File: config.mk
export PLATFORM = sky130hd
export DESIGN_NAME = gimbal_rate_servo
export DESIGN_NICKNAME = d
export VERILOG_FILES = /design/src/rtl/grs_pkg.sv /design/src/rtl/gimbal_rate_servo.sv /design/src/rtl/grs_cfg.sv /design/src/rtl/grs_ctrl.sv /design/src/rtl/grs_dp.sv
export SDC_FILE = /design/constraint.sdc
export NUM_CORES = 2
export LEC_CHECK = 0
export BUFFER_PORTS_ARGS = -buffer_cell sky130_fd_sc_hd__buf_2
export CORE_MARGIN = 10
export CORE_UTILIZATION = 45
export CTS_CLUSTER_SIZE = 10
export DETAILED_ROUTE_END_ITERATION = 8
export HOLD_SLACK_MARGIN = 0.03
export PLACE_DENSITY = 0.72
export SETUP_SLACK_MARGIN = 0.2
export SYNTH_ARGS = -nofsm -noshare
export SYNTH_HDL_FRONTEND = slang
export SYNTH_SLANG_ARGS = --single-unit
File: constraint.sdc
create_clock -name i_clk -period 16 [get_ports i_clk]
set_clock_uncertainty 0.15 [all_clocks]
set_input_delay 4.8 -clock i_clk [delete_from_list [all_inputs] [get_ports i_clk]]
set_output_delay 4.8 -clock i_clk [all_outputs]
set_load 0.05 [all_outputs]
File: src/rtl/grs_pkg.sv
// Package with the shared types and constants of the gimbal rate servo.
package grs_pkg;

    // Field widths of the streams and of the configuration port.
    localparam int Q_W       = 24;
    localparam int CMD_W     = 2;
    localparam int CFG_IDX_W = 3;
    localparam int CFG_DAT_W = 24;
    localparam int OUT_DAT_W = 80;

    // Input item kinds.
    localparam logic [CMD_W-1:0] CMD_TICK  = 2'd0;
    localparam logic [CMD_W-1:0] CMD_RATE  = 2'd1;
    localparam logic [CMD_W-1:0] CMD_ANGLE = 2'd2;

    // Register indexes.
    localparam logic [CFG_IDX_W-1:0] REG_ENABLE     = 3'd0;
    localparam logic [CFG_IDX_W-1:0] REG_TICK_SEC   = 3'd1;
    localparam logic [CFG_IDX_W-1:0] REG_MAX_RATE   = 3'd2;
    localparam logic [CFG_IDX_W-1:0] REG_MAX_ACCEL  = 3'd3;
    localparam logic [CFG_IDX_W-1:0] REG_LOW_LIMIT  = 3'd4;
    localparam logic [CFG_IDX_W-1:0] REG_HIGH_LIMIT = 3'd5;
    localparam logic [CFG_IDX_W-1:0] REG_BASE_WATTS = 3'd6;
    localparam logic [CFG_IDX_W-1:0] REG_WATTS_RATE = 3'd7;

    // Register values after reset.
    localparam logic        RST_ENABLE     = 1'b1;
    localparam logic [19:0] RST_TICK_SEC   = 20'd10486;
    localparam logic [22:0] RST_MAX_RATE   = 23'd1048576;
    localparam logic [22:0] RST_MAX_ACCEL  = 23'd5242880;
    localparam logic [23:0] RST_LOW_LIMIT  = 24'hCDBC09;
    localparam logic [23:0] RST_HIGH_LIMIT = 24'h3243F7;
    localparam logic [14:0] RST_BASE_WATTS = 15'd50;
    localparam logic [9:0]  RST_WATTS_RATE = 10'd10;

    // Q4.20 saturation bounds and the 0.1 rad near-limit margin.
    localparam logic signed [Q_W-1:0] Q_MAX       = 24'sh7FFFFF;
    localparam logic signed [Q_W-1:0] Q_MIN       = 24'sh800000;
    localparam logic signed [Q_W-1:0] NEAR_MARGIN = 24'sd104858;

    // Configuration register file contents.
    typedef struct packed {
        logic        enable;
        logic [19:0] tick_seconds;
        logic [22:0] max_rate;
        logic [22:0] max_accel;
        logic [23:0] low_angle_limit;
        logic [23:0] high_angle_limit;
        logic [14:0] base_watts;
        logic [9:0]  watts_per_rate;
    } t_cfg;

    // Step commands from the controller to the datapath.
    typedef struct packed {
        logic load_in;
        logic decode;
        logic tgt;
        logic err;
        logic slew;
        logic inc;
        logic ang;
        logic pwr;
        logic out_load;
    } t_dp_cmd;

    // Status from the datapath to the controller.
    typedef struct packed {
        logic [CMD_W-1:0] cmd;
        logic             enable;
        logic             out_busy;
    } t_dp_sts;

endpackage

File: src/rtl/gimbal_rate_servo.sv
// Flow: an enabled tick steps through decode, target, error, slew, increment, angle,
// power and output; commands and disabled ticks go from decode to power and output.
// A new item is taken only back in idle, once the result register is loaded. The enabled
// tick uses the single shared multiplier in turn for the slew step, the angle increment
// and the power estimate, with the add steps between. Reset (synchronous, active low):
// registers return to their defaults, angle, rates and commands clear to zero in rate mode, and no result is pending.
module gimbal_rate_servo (
    input  logic                           i_clk,
    input  logic                           i_rst_n,
    input  logic                           s_axis_tvalid,
    output logic                           s_axis_tready,
    input  logic [grs_pkg::Q_W-1:0]        s_axis_tdata,  // [23:0] value
    input  logic [grs_pkg::CMD_W-1:0]      s_axis_tuser,  // [1:0] cmd
    output logic                           m_axis_tvalid,
    input  logic                           m_axis_tready,
    // [23:0] angle, [47:24] rate, [48] near_limit, [49] hit_limit, [73:50] power
    output logic [grs_pkg::OUT_DAT_W-1:0]  m_axis_tdata,
    input  logic                           i_cfg_valid,
    output logic                           o_cfg_ready,
    input  logic [grs_pkg::CFG_IDX_W-1:0]  i_cfg_index,
    input  logic [grs_pkg::CFG_DAT_W-1:0]  i_cfg_data
);
    import grs_pkg::*;

    t_cfg            cfg;
    t_dp_cmd         dp_cmd;
    t_dp_sts         dp_sts;
    logic [Q_W-1:0]  out_angle;
    logic [Q_W-1:0]  out_rate;
    logic            out_near;
    logic            out_hit;
    logic [Q_W-1:0]  out_power;

    // Configuration registers.
    grs_cfg u_cfg (
        .i_clk       (i_clk),
        .i_rst_n     (i_rst_n),
        .i_cfg_valid (i_cfg_valid),
        .o_cfg_ready (o_cfg_ready),
        .i_cfg_index (i_cfg_index),
        .i_cfg_data  (i_cfg_data),
        .o_cfg       (cfg)
    );

    // Step sequencer.
    grs_ctrl u_ctrl (
        .i_clk      (i_clk),
        .i_rst_n    (i_rst_n),
        .i_in_valid (s_axis_tvalid),
        .o_in_ready (s_axis_tready),
        .i_sts      (dp_sts),
        .o_cmd      (dp_cmd)
    );

    // Servo arithmetic and result register.
    grs_dp u_dp (
        .i_clk       (i_clk),
        .i_rst_n     (i_rst_n),
        .i_cfg       (cfg),
        .i_cmd       (dp_cmd),
        .o_sts       (dp_sts),
        .i_in_cmd    (s_axis_tuser),
        .i_in_value  (s_axis_tdata),
        .o_out_valid (m_axis_tvalid),
        .i_out_ready (m_axis_tready),
        .o_out_angle (out_angle),
        .o_out_rate  (out_rate),
        .o_out_near  (out_near),
        .o_out_hit   (out_hit),
        .o_out_power (out_power)
    );

    // Pack the result fields, lowest field first, padded to whole bytes.
    assign m_axis_tdata = {6'b000000, out_power, out_hit, out_near, out_rate, out_angle};

endmodule

File: src/rtl/grs_cfg.sv
// Configuration register file of the gimbal rate servo.
module grs_cfg (
    input  logic                           i_clk,
    input  logic                           i_rst_n,
    input  logic                           i_cfg_valid,
    output logic                           o_cfg_ready,
    input  logic [grs_pkg::CFG_IDX_W-1:0]  i_cfg_index,
    input  logic [grs_pkg::CFG_DAT_W-1:0]  i_cfg_data,
    output grs_pkg::t_cfg                  o_cfg
);
    import grs_pkg::*;

    t_cfg r_cfg;
    t_cfg n_cfg;

    // Writes are always taken; each register keeps the low bits of the data.
    assign o_cfg_ready = 1'b1;
    assign o_cfg       = r_cfg;

    always_comb begin
        n_cfg = r_cfg;
        if (i_cfg_valid) begin
            unique case (i_cfg_index)
                REG_ENABLE:     n_cfg.enable           = i_cfg_data[0];
                REG_TICK_SEC:   n_cfg.tick_seconds     = i_cfg_data[19:0];
                REG_MAX_RATE:   n_cfg.max_rate         = i_cfg_data[22:0];
                REG_MAX_ACCEL:  n_cfg.max_accel        = i_cfg_data[22:0];
                REG_LOW_LIMIT:  n_cfg.low_angle_limit  = i_cfg_data[23:0];
                REG_HIGH_LIMIT: n_cfg.high_angle_limit = i_cfg_data[23:0];
                REG_BASE_WATTS: n_cfg.base_watts       = i_cfg_data[14:0];
                REG_WATTS_RATE: n_cfg.watts_per_rate   = i_cfg_data[9:0];
            endcase
        end
    end

    always_ff @(posedge i_clk) begin
        if (!i_rst_n) begin
            r_cfg.enable           <= RST_ENABLE;
            r_cfg.tick_seconds     <= RST_TICK_SEC;
            r_cfg.max_rate         <= RST_MAX_RATE;
            r_cfg.max_accel        <= RST_MAX_ACCEL;
            r_cfg.low_angle_limit  <= RST_LOW_LIMIT;
            r_cfg.high_angle_limit <= RST_HIGH_LIMIT;
            r_cfg.base_watts       <= RST_BASE_WATTS;
            r_cfg.watts_per_rate   <= RST_WATTS_RATE;
        end else begin
            r_cfg <= n_cfg;
        end
    end

endmodule

File: src/rtl/grs_ctrl.sv
// Controller state machine that sequences the servo datapath.
module grs_ctrl (
    input  logic             i_clk,
    input  logic             i_rst_n,
    input  logic             i_in_valid,
    output logic             o_in_ready,
    input  grs_pkg::t_dp_sts i_sts,
    output grs_pkg::t_dp_cmd o_cmd
);
    import grs_pkg::*;

    localparam logic [3:0] ST_IDLE = 4'd0;
    localparam logic [3:0] ST_DEC  = 4'd1;
    localparam logic [3:0] ST_TGT  = 4'd2;
    localparam logic [3:0] ST_ERR  = 4'd3;
    localparam logic [3:0] ST_SLEW = 4'd4;
    localparam logic [3:0] ST_INC  = 4'd5;
    localparam logic [3:0] ST_ANG  = 4'd6;
    localparam logic [3:0] ST_PWR  = 4'd7;
    localparam logic [3:0] ST_OUT  = 4'd8;

    logic [3:0] r_state;
    logic [3:0] n_state;
    logic       in_fire;

    assign o_in_ready = (r_state == ST_IDLE);
    assign in_fire    = i_in_valid && o_in_ready;

    // Next state: an enabled tick runs the full servo step, all else only power.
    always_comb begin
        n_state = r_state;
        unique case (r_state)
            ST_IDLE: if (in_fire) n_state = ST_DEC;
            ST_DEC: begin
                if (i_sts.cmd == CMD_TICK && i_sts.enable) n_state = ST_TGT;
                else n_state = ST_PWR;
            end
            ST_TGT:  n_state = ST_ERR;
            ST_ERR:  n_state = ST_SLEW;
            ST_SLEW: n_state = ST_INC;
            ST_INC:  n_state = ST_ANG;
            ST_ANG:  n_state = ST_PWR;
            ST_PWR:  n_state = ST_OUT;
            ST_OUT:  if (!i_sts.out_busy) n_state = ST_IDLE;
            default: n_state = ST_IDLE;
        endcase
    end

    // Step commands decoded from the state.
    always_comb begin
        o_cmd          = '0;
        o_cmd.load_in  = in_fire;
        o_cmd.decode   = (r_state == ST_DEC);
        o_cmd.tgt      = (r_state == ST_TGT);
        o_cmd.err      = (r_state == ST_ERR);
        o_cmd.slew     = (r_state == ST_SLEW);
        o_cmd.inc      = (r_state == ST_INC);
        o_cmd.ang      = (r_state == ST_ANG);
        o_cmd.pwr      = (r_state == ST_PWR);
        o_cmd.out_load = (r_state == ST_OUT) && !i_sts.out_busy;
    end

    always_ff @(posedge i_clk) begin
        if (!i_rst_n) begin
            r_state <= ST_IDLE;
        end else begin
            r_state <= n_state;
        end
    end

    // An accepted item always starts with the decode step.
    a_fire_to_dec: assert property (@(posedge i_clk) disable iff (!i_rst_n)
        in_fire |=> r_state == ST_DEC)
        else $error("accepted item did not enter decode");

    // Loading the result ends the item.
    a_out_to_idle: assert property (@(posedge i_clk) disable iff (!i_rst_n)
        o_cmd.out_load |=> r_state == ST_IDLE)
        else $error("result load did not return to idle");

endmodule

File: src/rtl/grs_dp.sv
// Datapath of the gimbal rate servo: state, shared multiplier and result register.
module grs_dp (
    input  logic                         i_clk,
    input  logic                         i_rst_n,
    input  grs_pkg::t_cfg                i_cfg,
    input  grs_pkg::t_dp_cmd             i_cmd,
    output grs_pkg::t_dp_sts             o_sts,
    input  logic [grs_pkg::CMD_W-1:0]    i_in_cmd,
    input  logic [grs_pkg::Q_W-1:0]      i_in_value,
    output logic                         o_out_valid,
    input  logic                         i_out_ready,
    output logic [grs_pkg::Q_W-1:0]      o_out_angle,
    output logic [grs_pkg::Q_W-1:0]      o_out_rate,
    output logic                         o_out_near,
    output logic                         o_out_hit,
    output logic [grs_pkg::Q_W-1:0]      o_out_power
);
    import grs_pkg::*;

    // Saturate a widened sum to the Q4.20 range.
    function automatic logic signed [Q_W-1:0] sat_q(input logic signed [Q_W+1:0] x);
        logic signed [Q_W-1:0] y;
        if (x > 26'(Q_MAX)) y = Q_MAX;
        else if (x < 26'(Q_MIN)) y = Q_MIN;
        else y = x[Q_W-1:0];
        return y;
    endfunction

    // Clamp with the low bound applied first, then the high bound.
    function automatic logic signed [Q_W-1:0] clamp_q(input logic signed [Q_W-1:0] x,
                                                      input logic signed [Q_W-1:0] lo,
                                                      input logic signed [Q_W-1:0] hi);
        logic signed [Q_W-1:0] y;
        y = x;
        if (y < lo) y = lo;
        if (y > hi) y = hi;
        return y;
    endfunction

    // Item and servo state.
    logic [CMD_W-1:0]        r_cmd;
    logic signed [Q_W-1:0]   r_val;
    logic signed [Q_W-1:0]   r_angle, n_angle;
    logic signed [Q_W-1:0]   r_rate, n_rate;
    logic signed [Q_W-1:0]   r_trc, n_trc;
    logic signed [Q_W-1:0]   r_tac, n_tac;
    logic                    r_mode, n_mode;
    logic                    r_hit, n_hit;

    // Intermediate step registers.
    logic signed [Q_W-1:0]   r_tgt;
    logic signed [Q_W-1:0]   r_err;
    logic [22:0]             r_step;
    logic signed [45:0]      r_prod;

    // Result register.
    logic                    r_out_valid;
    logic [Q_W-1:0]          r_out_angle;
    logic [Q_W-1:0]          r_out_rate;
    logic                    r_out_near;
    logic                    r_out_hit;
    logic [Q_W-1:0]          r_out_power;

    logic signed [Q_W-1:0]   lo_lim, hi_lim, mr_pos, mr_neg;
    logic signed [Q_W:0]     ang_diff;
    logic signed [Q_W+1:0]   tgt_dbl;
    logic signed [Q_W-1:0]   tgt_raw, tgt_clamped;
    logic [Q_W-1:0]          rate_mag, err_mag;
    logic signed [Q_W+1:0]   step_s, slew_sum;
    logic signed [Q_W-1:0]   inc, ang_sat;
    logic signed [Q_W-1:0]   lo_b, hi_b;
    logic signed [24:0]      mul_a;
    logic signed [20:0]      mul_b;
    logic signed [45:0]      mul_p;
    logic [Q_W-1:0]          power_sum;

    assign lo_lim = $signed(i_cfg.low_angle_limit);
    assign hi_lim = $signed(i_cfg.high_angle_limit);
    assign mr_pos = $signed({1'b0, i_cfg.max_rate});
    assign mr_neg = -mr_pos;

    // Target rate: commanded rate, or twice the angle error, clamped to max rate.
    assign ang_diff    = 25'(r_tac) - 25'(r_angle);
    assign tgt_dbl     = $signed({ang_diff, 1'b0});
    assign tgt_raw     = r_mode ? sat_q(tgt_dbl) : r_trc;
    assign tgt_clamped = clamp_q(tgt_raw, mr_neg, mr_pos);

    // Magnitudes for the slew test and the power estimate.
    assign rate_mag = r_rate[Q_W-1] ? 24'(-r_rate) : 24'(r_rate);
    assign err_mag  = r_err[Q_W-1] ? 24'(-r_err) : 24'(r_err);
    assign step_s   = $signed({3'b000, r_step});
    assign slew_sum = r_err[Q_W-1] ? 26'(r_rate) - step_s : 26'(r_rate) + step_s;

    // Angle increment is floor(rate * dt / 2^20) from the stored product.
    assign inc     = $signed(r_prod[43:20]);
    assign ang_sat = sat_q(26'(r_angle) + 26'(inc));

    // Near-limit bounds, each saturated.
    assign lo_b = sat_q(26'(lo_lim) + 26'(NEAR_MARGIN));
    assign hi_b = sat_q(26'(hi_lim) - 26'(NEAR_MARGIN));

    // Shared multiplier: slew step, angle increment, then power.
    always_comb begin
        priority if (i_cmd.tgt) begin
            mul_a = $signed({2'b00, i_cfg.max_accel});
            mul_b = $signed({1'b0, i_cfg.tick_seconds});
        end else if (i_cmd.inc) begin
            mul_a = 25'(r_rate);
            mul_b = $signed({1'b0, i_cfg.tick_seconds});
        end else begin
            mul_a = $signed({1'b0, rate_mag});
            mul_b = $signed({11'd0, i_cfg.watts_per_rate});
        end
    end
    assign mul_p = mul_a * mul_b;

    // Power is base*256 plus watts_per_rate*|rate|/4096, zero when disabled.
    assign power_sum = {1'b0, i_cfg.base_watts, 8'h00} + {3'b000, r_prod[32:12]};

    // Next values of the servo state.
    always_comb begin
        n_angle = r_angle;
        n_rate  = r_rate;
        n_trc   = r_trc;
        n_tac   = r_tac;
        n_mode  = r_mode;
        n_hit   = r_hit;
        if (i_cmd.decode) begin
            n_hit = 1'b0;
            unique case (r_cmd)
                CMD_TICK:  if (!i_cfg.enable) n_rate = '0;
                CMD_RATE: begin
                    n_trc  = clamp_q(r_val, mr_neg, mr_pos);
                    n_mode = 1'b0;
                end
                CMD_ANGLE: begin
                    n_tac  = clamp_q(r_val, lo_lim, hi_lim);
                    n_mode = 1'b1;
                end
                default: ;
            endcase
        end
        if (i_cmd.slew) begin
            if (err_mag > {1'b0, r_step}) n_rate = sat_q(slew_sum);
            else n_rate = r_tgt;
        end
        if (i_cmd.ang) begin
            if (ang_sat < lo_lim) begin
                n_angle = lo_lim;
                n_rate  = '0;
                n_hit   = 1'b1;
            end else if (ang_sat > hi_lim) begin
                n_angle = hi_lim;
                n_rate  = '0;
                n_hit   = 1'b1;
            end else begin
                n_angle = ang_sat;
            end
        end
    end

    // Servo state and result valid.
    always_ff @(posedge i_clk) begin
        if (!i_rst_n) begin
            r_angle     <= '0;
            r_rate      <= '0;
            r_trc       <= '0;
            r_tac       <= '0;
            r_mode      <= 1'b0;
            r_hit       <= 1'b0;
            r_out_valid <= 1'b0;
        end else begin
            r_angle <= n_angle;
            r_rate  <= n_rate;
            r_trc   <= n_trc;
            r_tac   <= n_tac;
            r_mode  <= n_mode;
            r_hit   <= n_hit;
            if (i_cmd.out_load) r_out_valid <= 1'b1;
            else if (i_out_ready) r_out_valid <= 1'b0;
        end
    end

    // Payload and step registers.
    always_ff @(posedge i_clk) begin
        if (i_cmd.load_in) begin
            r_cmd <= i_in_cmd;
            r_val <= $signed(i_in_value);
        end
        if (i_cmd.tgt) r_tgt <= tgt_clamped;
        if (i_cmd.err) begin
            r_err  <= sat_q(26'(r_tgt) - 26'(r_rate));
            r_step <= r_prod[42:20];
        end
        if (i_cmd.tgt || i_cmd.inc || i_cmd.pwr) r_prod <= mul_p;
        if (i_cmd.out_load) begin
            r_out_angle <= r_angle;
            r_out_rate  <= r_rate;
            r_out_near  <= (r_angle < lo_b) || (r_angle > hi_b);
            r_out_hit   <= r_hit;
            r_out_power <= i_cfg.enable ? power_sum : '0;
        end
    end

    assign o_sts.cmd      = r_cmd;
    assign o_sts.enable   = i_cfg.enable;
    assign o_sts.out_busy = r_out_valid && !i_out_ready;

    assign o_out_valid = r_out_valid;
    assign o_out_angle = r_out_angle;
    assign o_out_rate  = r_out_rate;
    assign o_out_near  = r_out_near;
    assign o_out_hit   = r_out_hit;
    assign o_out_power = r_out_power;

    // A limit hit always leaves the rate at zero.
    a_hit_zero_rate: assert property (@(posedge i_clk) disable iff (!i_rst_n)
        r_hit |-> r_rate == '0)
        else $error("limit hit with nonzero rate");

    // With ordered limits the integrated angle stays inside them.
    a_angle_in_limits: assert property (@(posedge i_clk) disable iff (!i_rst_n)
        (i_cmd.ang && lo_lim <= hi_lim) |=>
        (r_angle >= $past(lo_lim) && r_angle <= $past(hi_lim)))
        else $error("angle outside limits after integration");

    // A disabled actuator reports no power.
    a_power_off: assert property (@(posedge i_clk) disable iff (!i_rst_n)
        (i_cmd.out_load && !i_cfg.enable) |=> r_out_power == '0)
        else $error("power reported while disabled");

endmodule
# Yosys cells after proc, flatten, opt, wreduce, memory -nomap -nowiden
# Index checks and enable logic that the tools add are counted.
# op_classes
reduce_logical	26
n_eq_ne	19
addsub	11
mux	50
shift	0
n_lt_le_gt_ge	23
n_div	0
bitwise	0
multipliers	1
# op_table
cell	count
two-way mux 24 bit	33
> comparator 26 x 24 -> 1 bit, second input constant	6
less-than comparator 26 x 24 -> 1 bit, second input constant	6
> comparator 24 bit	5
less-than comparator 24 bit	5
subtractor 24 x 24 -> 25 bit	3
adder 24 x 24 -> 25 bit	2
two-way mux 25 bit	2
negator 24 bit	2
multiplier 25 x 21 -> 44 bit	1
two-way mux 20 bit	2
one-hot mux 4 bit (9 select lines)	1
two-way mux 26 bit	1
adder 24 x 18 -> 25 bit, second input constant	1
subtractor 24 x 18 -> 25 bit, second input constant	1
adder 23 x 21 -> 24 bit	1
> comparator 24 x 23 -> 1 bit	1
negator 23 -> 24 bit	1
AND reduction 2 bit	12
two-way mux 23 bit	1
== test 4 x 3 -> 1 bit, second input constant	4
== test 3 bit, second input constant	4
== test 4 x 2 -> 1 bit, second input constant	2
two-way mux 4 bit	2
17 further kinds	31
# word_totals
wordCells	158
ff_bits	458
mem_bits_ro	0
mem_count	0
latchBits	0
output_inout_bits	83
ram_bits	0

# Longest topological paths before layout
# depth
depth_word	10
mapped_depth	40
mapped_depth_nobuf	35

# Hierarchy
# Synthesis repeated with hierarchy kept, for this count alone.
# unflattened
hier_cells	5651
area_unflattened_um2	50430.9
# modules_own_cells
mod	instances	cells_per_inst	area_per_inst_um2	seq_area_each_um2
grs_dp	1	5084	44557.7	8077.7
grs_cfg	1	519	5510.3	2802.7
grs_ctrl	1	39	299.0	80.1
gimbal_rate_servo	1	9	63.8	0.0

# Worst setup path before layout
# No wires, ideal clock.
# synth_timing
path_kind	register to register
from	register u_ctrl.r_state[0]
to	register u_dp.r_prod[42] (data pin)
period_less_slack_ns	9.078
required_time_ns	15.592
slack_ns	6.922
path_stages_with_launch	28
path_buffers	3
arrival_ns	8.671
path_cell_list	dfxtp_1 > or4b_1 > buf_2 > inv_4 > clkbuf_1 > buf_1 > o21ai_1 > nand2_1 > fa_1 > fa_1 > fa_1 > fa_1 > inv_1 > fa_1 > fa_1 > inv_1 > fa_1 > inv_1 > ha_1 > a21o_1 > a22oi_1 > a21oi_1 > a211o_1 > a2111o_1 > and3_1 > a211o_1 > a21oi_2 > xnor2_1
# synth_between
elab_chain_len	4
word_cells_on_any_way	7
# synth_rtl
item	line_no	source
start: declaration	grs_ctrl.sv:22	logic [3:0] r_state;
start signal: assignment	grs_ctrl.sv:67	r_state <= n_state;
== test 4 x 3 -> 1 bit	grs_ctrl.sv:57	o_cmd.inc = (r_state == ST_INC);
two-way mux 25 bit or two-way mux 20 bit (tied branches)	grs_dp.sv:107	end else if (i_cmd.inc) begin
two-way mux 25 bit or two-way mux 20 bit (tied branches)	grs_dp.sv:104	priority if (i_cmd.tgt) begin
multiplier 25 x 21 -> 44 bit *	grs_dp.sv:115	assign mul_p = mul_a * mul_b;
net u_dp.mul_p[42]	grs_dp.sv:74	logic signed [45:0] mul_p;
end signal: assignment	grs_dp.sv:195	if (i_cmd.tgt || i_cmd.inc || i_cmd.pwr) r_prod <= mul_p;
end: declaration	grs_dp.sv:54	logic signed [45:0] r_prod;
# The timed path passes the listed nets; every way through them passes the cells marked *.
# A chain may end at the register's enable or synchronous reset.

# Worst setup path in the final report
# layout_timing
from	register u_ctrl.r_state[1]
to	register u_dp.r_prod[43] (data pin)
# The elaborated chain is that of the path after synthesis.

==> metrics.txt <==
Setup TNS 0 ps; core box area between 100000 and 150000 sq um; site row count around 120; clock buffer depth 3; vias per cell between 6 and 7; family with the most delay on the worst path adder cells; Reg area 11000 sq um; htree depth 2; combinational share of power 50.7%; Die X 356 um; Setup CP Type reg -> reg; Root Buffer clkbuf_16; Data arrival, critical path 10720 ps; max cap viols 0; total power around 5.6 mW; Rel. slew slack under 10%; post-synthesis cell type count slightly above 90; global-route wire length before repair ~280000 um; Num Clock Sinks 446; number of buffers created by CTS between 50 and 60; # fillers 10600; Layout Nets approximately 6900; Worst Path Max Fanout 87; Reg power frac 26.6%; DRC viols 0; CP Launch Type flop; Die Area 126000 sq um; Post-CTS Setup Bufs 0; area occupied by multi-input gates around 36000 sq um; Switching Share between 40 and 50%; total number of vias 44600; HP Class reg -> reg; CP Capture Type flop; hpwl dp between 100000 and 150000 um; worst skew pair latency about 680 ps; Max VDD drop 0.0859 mV; Crit path largest cell delay between 1000 and 1500 ps; P per Cell Area approximately 100 nW/um^2; slew at the pin closest to its max-slew limit between 1000 and 1500 ps; Seq cells post-synth 446; Req. time, crit path 16230 ps; Yosys warning total 0; Hold-fix buffers, CTS 0; Mapped Cells slightly below 6000; slowest CP cell mux2i_1; worst path bufs/invs 5; Avg Inst Size Synth 8.65 sq um; Post-Syn Area just over 50000 sq um; Tot GR Track Use ~28%; Clock Power Share a little under a quarter; initial antenna violation count 16; internal power 3.05 mW; Final Hold Viols 0; final cycle utilization of the critical path around two thirds; status complete, no violations; GPL Wtd Cong ~1.0; port buffer count around 130; total grt overflow 0; sequential share of the synthesized area between 20% and 30%; FMAX ~0.095 GHz; final number of max-transition violations 0; starting density of the core 45.2%; chip height 356 um; Routed WL per cell 24.9 um; Psw approximately 2.5 mW; Top-Level Pins between 100 and 150; Async S/R FF share, synth 0%; vias in the first global route roughly 44000; minimum clock period 10490 ps; leakage power around 25 nW; largest net degree at the start of global routing 91; RSZ-0062 raised after global routing no; PostCTS Resize Cnt 0; CTS tree yes; clk slew on worst S/H paths ~60 ps; Post-synth EDFFs about 200; Area growth, synth to finish 7.72%; Most Frequent Cell on Critical Path fa_1; antenna viol nets, final 0; DR iter-0 viols 5110; Synth Flop Type dfxtp_1; final setup violation count 0; Pre-antenna DRT Iters 8; share of cells above drive strength 1 ~6.4%; Routed WL about 180000 um
## through the flow
stage               cells  area (sq um)  hold WS [ps]  util [%]  setup WS (ps)
global route         7403         54600           295      48.7           5060
detailed placement   7302         52800           276      47.1           5680
finish               7412         54600           291      48.7           5510
CTS                  7402         54600           290      48.7           5690
floorplan            5864         50700           259         -           6920
global placement     7302         52800           265      47.1           5750
## power by group through the flow
| stage | logic [mW] | registers [mW] | clock network [mW] |
|---|---|---|---|
| after global placement | 2.71 | 1.50 | 0 |
| after floorplan | 1.97 | 1.39 | 0 |
| after detailed placement | 2.74 | 1.50 | 0 |
| after CTS | 2.76 | 1.47 | 1.27 |
| final | 2.82 | 1.49 | 1.27 |
| after global routing | 3.10 | 1.48 | 1.31 |
## kinds of logic after synthesis
kind of cell | Yosys count | share of synthesized area, %
and+or+nand+nor | 1829 | 16.0
AOI/OAI and AO/OA | 1211 | 16.2
buffers and inverters | 1021 | 7.66
adders and majority gates | 992 | 31.8
DFF | 446 | 21.6
xor gates and xnor gates | 246 | 4.28
muxes | 112 | 2.40
other | 2 | 0.0148
## worst register-to-register path, cell delays in order, from the launching register on
cell	delay, ps
dfxtp_1	660
or4b_1	640
inv_4	730
nor2_4	340
mux2i_1	1080
nor2_1	190
fa_1	520
fa_1	520
fa_1	560
inv_1	50
fa_1	500
inv_1	40
ha_1	270
inv_1	50
fa_1	530
inv_1	60
fa_1	480
ha_1	240
a211oi_1	350
o21ai_0	230
a21oi_1	210
a21oi_1	90
a211o_1	400
a2111o_1	520
a21oi_1	160
a211oi_1	110
a221oi_1	350
xnor2_1	190
## final timing paths
kind	from	end	slack [ps]	cells after the start
setup / recovery	u_ctrl.r_state[1]$_SDFFE_PN0P_	u_dp.r_prod[43]$_DFFE_PP_	5510	27
hold / removal	u_dp.r_hit$_SDFF_PN0_	u_dp.o_out_hit$_DFFE_PP_	290	0
setup reg to reg	u_ctrl.r_state[1]$_SDFFE_PN0P_	u_dp.r_prod[43]$_DFFE_PP_	5510	27
hold reg to reg	u_dp.r_hit$_SDFF_PN0_	u_dp.o_out_hit$_DFFE_PP_	290	0
## per-layer routing
layer / GRT usage (%) / share of wire, % / vias up
met5: 0 / 0.037 / -
met4: 13.4 / 5.3 / 10
met3: 6.94 / 12 / 457
met2: 41.7 / 42 / 2441
met1: 39.1 / 41 / 21800
li1: - / - / 19900
## state kept, by name, summed over array words and instances (netlist names), 2 cells and up
register and flops:
u_dp.r_val 24, u_dp.r_step 23, u_cfg.o_cfg 140, u_dp.r_trc 24
u_ctrl.r_state 4, u_dp.r_prod 32, u_dp.r_tgt 24, u_dp.r_rate 24
u_dp.o_out_rate 24, u_dp.r_err 24, u_dp.o_out_power 24, u_dp.r_tac 24
u_dp.r_cmd 2, u_dp.r_angle 24, u_dp.o_out_angle 24
## placed cells by master (no fill, tap or decap), types with 78 or more instances in the layout
master / count
dfxtp_1: 243
buf_2: 132
o21a_1: 86
xnor2_1: 198
o21ai_0: 201
inv_1: 752
nand2_1: 832
ha_1: 487
a21boi_0: 103
o211ai_1: 78
fa_1: 499
a21o_1: 121
nand3_1: 95
a21oi_1: 242
edfxtp_1: 203
nor2_1: 455
## Yosys cell counts, types with 57 or more instances
| cell | instances | area (sq um) |
|---|---|---|
| nor2_1 | 459 | 1720 |
| nand4_1 | 75 | 469 |
| ha_1 | 487 | 6090 |
| xnor2_1 | 198 | 1730 |
| a31oi_1 | 57 | 357 |
| o211ai_1 | 78 | 586 |
| o21ai_0 | 208 | 1040 |
| nor2b_1 | 65 | 407 |
| nor3_1 | 67 | 335 |
| a21oi_1 | 242 | 1210 |
| nand3_1 | 95 | 475 |
| o21a_1 | 86 | 646 |
| inv_1 | 752 | 2820 |
| fa_1 | 499 | 9990 |
| clkbuf_1 | 241 | 905 |
| edfxtp_1 | 203 | 6100 |
| dfxtp_1 | 243 | 4860 |
| a21boi_0 | 103 | 773 |
| nand2_1 | 832 | 3120 |
| a21o_1 | 121 | 908 |
## layout make-up
cell class | instances | share of cell area (%)
tap | 1500 | 3.44
antenna | 10 | 0.0458
timing repair buffer | 204 | 2.20
multi-input combinational | 4397 | 65.8
clock buffer | 92 | 3.11
sequential | 446 | 20.1
clock inverter | 8 | 0.0985
inverter | 755 | 5.19
No activity file was read; power rests on OpenSTA's default activity.
